$ cat config.mk
export PLATFORM = sky130hd
export DESIGN_NAME = rrli_ctrl
export DESIGN_NICKNAME = d
export VERILOG_FILES = /design/src/design/assert_macros.svh /design/src/design/rrli_pkg.sv /design/src/design/rrli_ctrl.sv
export SDC_FILE = /design/constraint.sdc
export NUM_CORES = 1
export LEC_CHECK = 0
export BUFFER_PORTS_ARGS = -buffer_cell sky130_fd_sc_hd__buf_2
export CELL_PAD_IN_SITES_DETAIL_PLACEMENT = 0
export CELL_PAD_IN_SITES_GLOBAL_PLACEMENT = 1
export CORE_ASPECT_RATIO = 0.9
export CORE_MARGIN = 5
export CORE_UTILIZATION = 53
export CTS_CLUSTER_DIAMETER = 60
export DETAILED_ROUTE_END_ITERATION = 8
export PLACE_DENSITY = 0.95
export SYNTH_ARGS = -nofsm -noshare
export SYNTH_HDL_FRONTEND = slang
export SYNTH_SLANG_ARGS = --single-unit
$ cat constraint.sdc
create_clock -name clk -period 9.2 [get_ports clk]
set_clock_uncertainty 0.05 [all_clocks]
set_input_delay 0.46 -clock clk [delete_from_list [all_inputs] [get_ports clk]]
set_output_delay 0.46 -clock clk [all_outputs]
set_load 0.05 [all_outputs]
$ cat src/design/assert_macros.svh
// Assertion shorthands for the RTL.
`ifndef ASSERT_MACROS_SVH
`define ASSERT_MACROS_SVH

// Same-cycle implication, quiet while reset is asserted.
`define ASSERT_IMPLIES(label, clk, rst_n, ante, cons, msg) \
	label: assert property (@(posedge clk) disable iff (!(rst_n)) (ante) |-> (cons)) \
		else $error(msg);

// Next-cycle implication, quiet while reset is asserted.
`define ASSERT_NEXT(label, clk, rst_n, ante, cons, msg) \
	label: assert property (@(posedge clk) disable iff (!(rst_n)) (ante) |=> (cons)) \
		else $error(msg);

`endif

$ cat src/design/rrli_pkg.sv
package rrli_pkg;

	localparam int DATA_W = 32;
	localparam int IDX_W  = 3;

	typedef enum logic [1:0] {
		CMD_LOAD  = 2'd0,
		CMD_PULL  = 2'd1,
		CMD_CLEAR = 2'd2,
		CMD_NOP   = 2'd3
	} cmd_t;

	typedef enum logic [1:0] {
		ST_OK      = 2'd0,
		ST_FULL    = 2'd1,
		ST_REFUSED = 2'd2,
		ST_EMPTY   = 2'd3
	} status_t;

	// per-word result info handed from the control to the result stage
	typedef struct packed {
		logic    valid;
		logic    more;
		status_t status;
	} info_t;

endpackage

$ cat src/design/rrli_ctrl.sv
module rrli_ctrl import rrli_pkg::*; #(
	parameter int NUM_LISTS = 8,
	parameter int MAX_LEN   = 64,
	parameter int AW        = 9
) (
	input  logic             clk,
	input  logic             arst_n,
	input  logic             accept,
	input  logic [1:0]       cmd,
	input  logic [IDX_W-1:0] list_index,
	output logic             wr_en,
	output logic             rd_en,
	output logic [AW-1:0]    addr,
	output info_t            info
);

	localparam int LW = $clog2(MAX_LEN + 1);
	localparam int SW = (MAX_LEN > 1) ? $clog2(MAX_LEN) : 1;
	localparam int TW = $clog2(NUM_LISTS);

	logic [LW-1:0] len_q [NUM_LISTS];
	logic [LW-1:0] rp_q  [NUM_LISTS];
	logic [LW-1:0] len_d [NUM_LISTS];
	logic [LW-1:0] rp_d  [NUM_LISTS];
	logic [TW-1:0] turn_q, turn_d;
	logic          draining_q, draining_d;

	logic [NUM_LISTS-1:0] unread, unread_next, hit, grant;
	logic [TW-1:0]        sel;
	logic                 found;
	logic                 is_load, is_pull, is_clear;
	logic                 full, load_ok;
	logic [SW-1:0]        load_slot, pull_slot;

	assign is_load  = (cmd == CMD_LOAD);
	assign is_pull  = (cmd == CMD_PULL);
	assign is_clear = (cmd == CMD_CLEAR);

	always_comb begin
		for (int l = 0; l < NUM_LISTS; l++) begin
			unread[l] = (rp_q[l] < len_q[l]);
			hit[l]    = (int'(list_index) == l);
		end
	end

	// rotating priority encode, lowest offset from the turn pointer wins
	always_comb begin
		int cand;
		sel   = '0;
		found = 1'b0;
		for (int k = NUM_LISTS - 1; k >= 0; k--) begin
			cand = int'(turn_q) + k;
			if (cand >= NUM_LISTS) begin
				cand = cand - NUM_LISTS;
			end
			if (unread[cand]) begin
				sel   = TW'(cand);
				found = 1'b1;
			end
		end
		for (int l = 0; l < NUM_LISTS; l++) begin
			grant[l] = found && (sel == TW'(l));
		end
	end

	always_comb begin
		full      = 1'b0;
		load_slot = '0;
		pull_slot = '0;
		for (int l = 0; l < NUM_LISTS; l++) begin
			full      = full | (hit[l] && (len_q[l] >= LW'(MAX_LEN)));
			load_slot = load_slot | (hit[l] ? SW'(len_q[l]) : '0);
			pull_slot = pull_slot | (grant[l] ? SW'(rp_q[l]) : '0);
		end
	end

	assign load_ok = is_load && !draining_q && (int'(list_index) < NUM_LISTS) && !full;

	always_comb begin
		for (int l = 0; l < NUM_LISTS; l++) begin
			len_d[l] = len_q[l];
			rp_d[l]  = rp_q[l];
			if (is_clear) begin
				len_d[l] = '0;
				rp_d[l]  = '0;
			end else begin
				if (load_ok && hit[l]) begin
					len_d[l] = len_q[l] + LW'(1);
				end
				if (is_pull && grant[l]) begin
					rp_d[l] = rp_q[l] + LW'(1);
				end
			end
			unread_next[l] = (rp_d[l] < len_d[l]);
		end
	end

	always_comb begin
		turn_d     = turn_q;
		draining_d = draining_q;
		if (is_clear) begin
			turn_d     = '0;
			draining_d = 1'b0;
		end else if (is_pull) begin
			draining_d = 1'b1;
			if (found) begin
				turn_d = (sel == TW'(NUM_LISTS - 1)) ? '0 : sel + TW'(1);
			end
		end
	end

	always_ff @(posedge clk or negedge arst_n) begin
		if (!arst_n) begin
			for (int l = 0; l < NUM_LISTS; l++) begin
				len_q[l] <= '0;
				rp_q[l]  <= '0;
			end
			turn_q     <= '0;
			draining_q <= 1'b0;
		end else if (accept) begin
			for (int l = 0; l < NUM_LISTS; l++) begin
				len_q[l] <= len_d[l];
				rp_q[l]  <= rp_d[l];
			end
			turn_q     <= turn_d;
			draining_q <= draining_d;
		end
	end

	always_comb begin
		wr_en = accept && load_ok;
		rd_en = accept && is_pull && found;
		if (is_load) begin
			addr = AW'(list_index) * AW'(MAX_LEN) + AW'(load_slot);
		end else begin
			addr = AW'(sel) * AW'(MAX_LEN) + AW'(pull_slot);
		end
	end

	always_comb begin
		info.valid  = is_pull && found;
		info.more   = |unread_next;
		info.status = ST_OK;
		if (is_load && draining_q) begin
			info.status = ST_REFUSED;
		end else if (is_load && !load_ok) begin
			info.status = ST_FULL;
		end else if (is_pull && !found) begin
			info.status = ST_EMPTY;
		end
	end

endmodule

==> reports/metrics.csv <==
metric,value,unit
status,finished clean,
drive_above_1_share,8.39,%
area_delta_synth_final,7.85,%
ys_ff_latch,116,
yosysWarnings,0,
dr.pass1.iters,6,
clk_pin_slew,0.06,ns
report.final.slew_viol_count,0,
end_kind,output pin,
coreArea,21800,µm²
dieArea,25400,µm²
min_period,8.61,ns
portBuffers,22,
antenna_found_initial,0,
cts-root-buf,clkbuf_16,
nets,1549,
cts_resized,0,
p_leak,5.37,nW
crit_type,reg2out,
drt-vias-per-instance,6.60,
numCtsBuffers,17,
final_common_cell,nor2_1,
drc_errors,0,
drtIter0Drc,1673,
rr_startpoint,rp_q[16],
avgSynthCellArea,8.19,µm²
synthArstFlopShare,100,%
gr-total-overflow,0,
hold_violations,0,
syn_nets,1577,
die_h,152,µm
die_w,168,µm
fin_crit_sh,93.6,%
num_vias,11400,
num_rows,51,
ant_nets,0,
r2r_cells,16,
netlist_area,11800,µm²
critPathArrivalTime,8.10,ns
r2r_slack,3.38,ns
powerDensity,282,nW/µm²
critPathSlowestCell,a21oi_1,
synth_seq_area_share,24.5,%
drt_wl_total,37.6,mm
clk_path_buf_depth,2,
worst_setup_path_endpoint,info[2],
wire_per_inst,21.8,µm
cts_hold_buffers,0,
routabilityCongestion,1.02,
dp_hpwl,27.8,mm
pin_count,23,
max_stage_delay,0.77,ns
synth_edf_count,0,
layout.cells.non_filler,1722,
max_freq,0.116,GHz
htreeDepth,4,
clk_latency,0.43,ns
grt_first_pass_wirelength,59.5,mm
fin_tns_setup,0,ns
grt_use_total,28.8,%
grt_pass1_vias,10600,
relSlewSlack,30.7,%
worst_slew_pin_slew,1.01,ns
hold_class,in2async,
critPathRequiredTime,8.69,ns
reg2reg_to,rp_q[34],
grt_max_degree,74,
syn_inst,1446,
ys_types,76,
start_kind,flop,
rsz0062_at_grt,no,
cts_tree,yes,
initial_core_util,54.3,%
cap_violations,0,
path_common_cell,a21oi_1,
critPathLaunch,rp_q[46],
final_cell_mix,"nor2_1, nand2_1, ha_1",
synth-main-ff-cell,dfrtp_1,
cts_setup_buffers,0,
cp_max_fo,12,
setup_viol,0,
ir_drop,247,µV
placed_cells,1690,
antenna_cells,0,
clock_sinks,116,
==> sequential cells by signal, indices dropped and copies added, names as in the netlist <==
signal,count
draining_q,1
len_q,56
rp_q,56
turn_q,3
==> cell usage after synthesis, types with 5 or more instances <==
master	number	area, µm²
a21oi_1	67	335
o211ai_1	9	67.6
inv_1	74	278
and3_1	6	37.5
clkbuf_1	64	240
nand3_1	33	165
a22oi_1	11	82.6
o21ai_0	83	415
a221oi_1	5	43.8
and2_1	14	87.6
mux2i_1	108	1080
o31ai_1	6	45.0
nor4_1	8	50.1
nand2_1	126	473
o2bb2ai_1	18	158
o22a_1	5	43.8
a211o_1	5	43.8
nor2b_1	12	75.1
a21o_1	10	75.1
a311o_1	5	50.1
buf_2	6	30.0
nor2_1	153	574
nor3_1	32	160
a222oi_1	6	60.1
and4_1	6	52.6
o221ai_1	9	78.8
a32o_1	5	50.1
a31oi_1	7	43.8
a211oi_1	14	105
a22o_1	19	166
xor2_1	7	61.3
xnor2_1	57	499
nand3b_1	10	75.1
nand2b_1	13	81.3
mux2_2	12	135
a32oi_1	5	43.8
or3_1	12	75.1
or2_2	18	113
a221o_1	11	110
ha_1	123	1540
dfrtp_1	116	2900
nor3b_1	13	97.6
buf_1	13	48.8
nand4_1	37	231
o22ai_1	12	75.1
==> per-stage QoR <==
stage                     hold slack [ns]  util (%)  total power (W)  setup slack [ns]  instance area, µm²
after CTS                          0.0657      58.3          0.00348             0.325               12700
after global routing               0.0883      58.5          0.00375            0.0438               12800
after floorplan                     0.114         -          0.00217              2.29               11800
after global placement              0.506      55.5          0.00277              1.04               12100
final                              0.0169      58.5          0.00360             0.591               12800
after detailed placement            0.509      55.5          0.00277             0.765               12100
==> worst max-delay path, delay by kind of cell, from the launching register on <==
kind                       cells  cell delay [ns]
AOI/OAI and AO/OA             15             4.12
and+or+nand+nor                7             1.11
adders and majority gates      3             1.10
buffers and inverters          3             0.67
DFF                            1             0.63
==> per-layer routing <==
metal,global-route usage [%],wire length [µm],vias to the layer above,part of all wire (%)
li1,-,-,5278,-
met1,41.6,16600,5415,44
met2,42.9,16100,586,43
met3,5.97,3610,93,9.6
met4,9.51,1310,0,3.5
met5,0,0,-,0
==> power breakdown <==
group / internal [W] / switching, W / leakage (nW)
clock network: 0.000448 / 0.000259 / 0.284
logic: 0.000673 / 0.00156 / 3.51
registers: 0.000553 / 0.000103 / 1.58
total: 0.00167 / 0.00193 / 5.37
==> worst min path at each step <==
stage	end	slack [ns]	cells after the start
finish	len_q[24]	0.02	1
global route	len_q[24]	0.09	1
CTS	len_q[24]	0.07	1
detailed placement	draining_q	0.51	1
global placement	len_q[24]	0.51	1
floorplan	draining_q	0.11	0
==> cell type report <==
| type | count | area (µm²) |
|---|---|---|
| Clock buffer | 25 | 485 |
| Clock inverter | 7 | 121 |
| Fill cell | 1906 | 9050 |
| Inverter | 78 | 293 |
| Multi-Input combinational cell | 1168 | 8380 |
| Sequential cell | 116 | 2900 |
| Tap cell | 291 | 364 |
| Timing Repair Buffer | 37 | 228 |
==> kinds of logic after synthesis <==
family	Yosys count	share of synthesized area (%)
DFF	116	24.5
AOI/OAI and AO/OA	351	21.0
buffers and inverters	162	5.23
adders and majority gates	123	13.0
and+or+nand+nor	510	21.3
xor gates and xnor gates	64	4.73
muxes	120	10.3
Power figures use the tool's default switching activity.
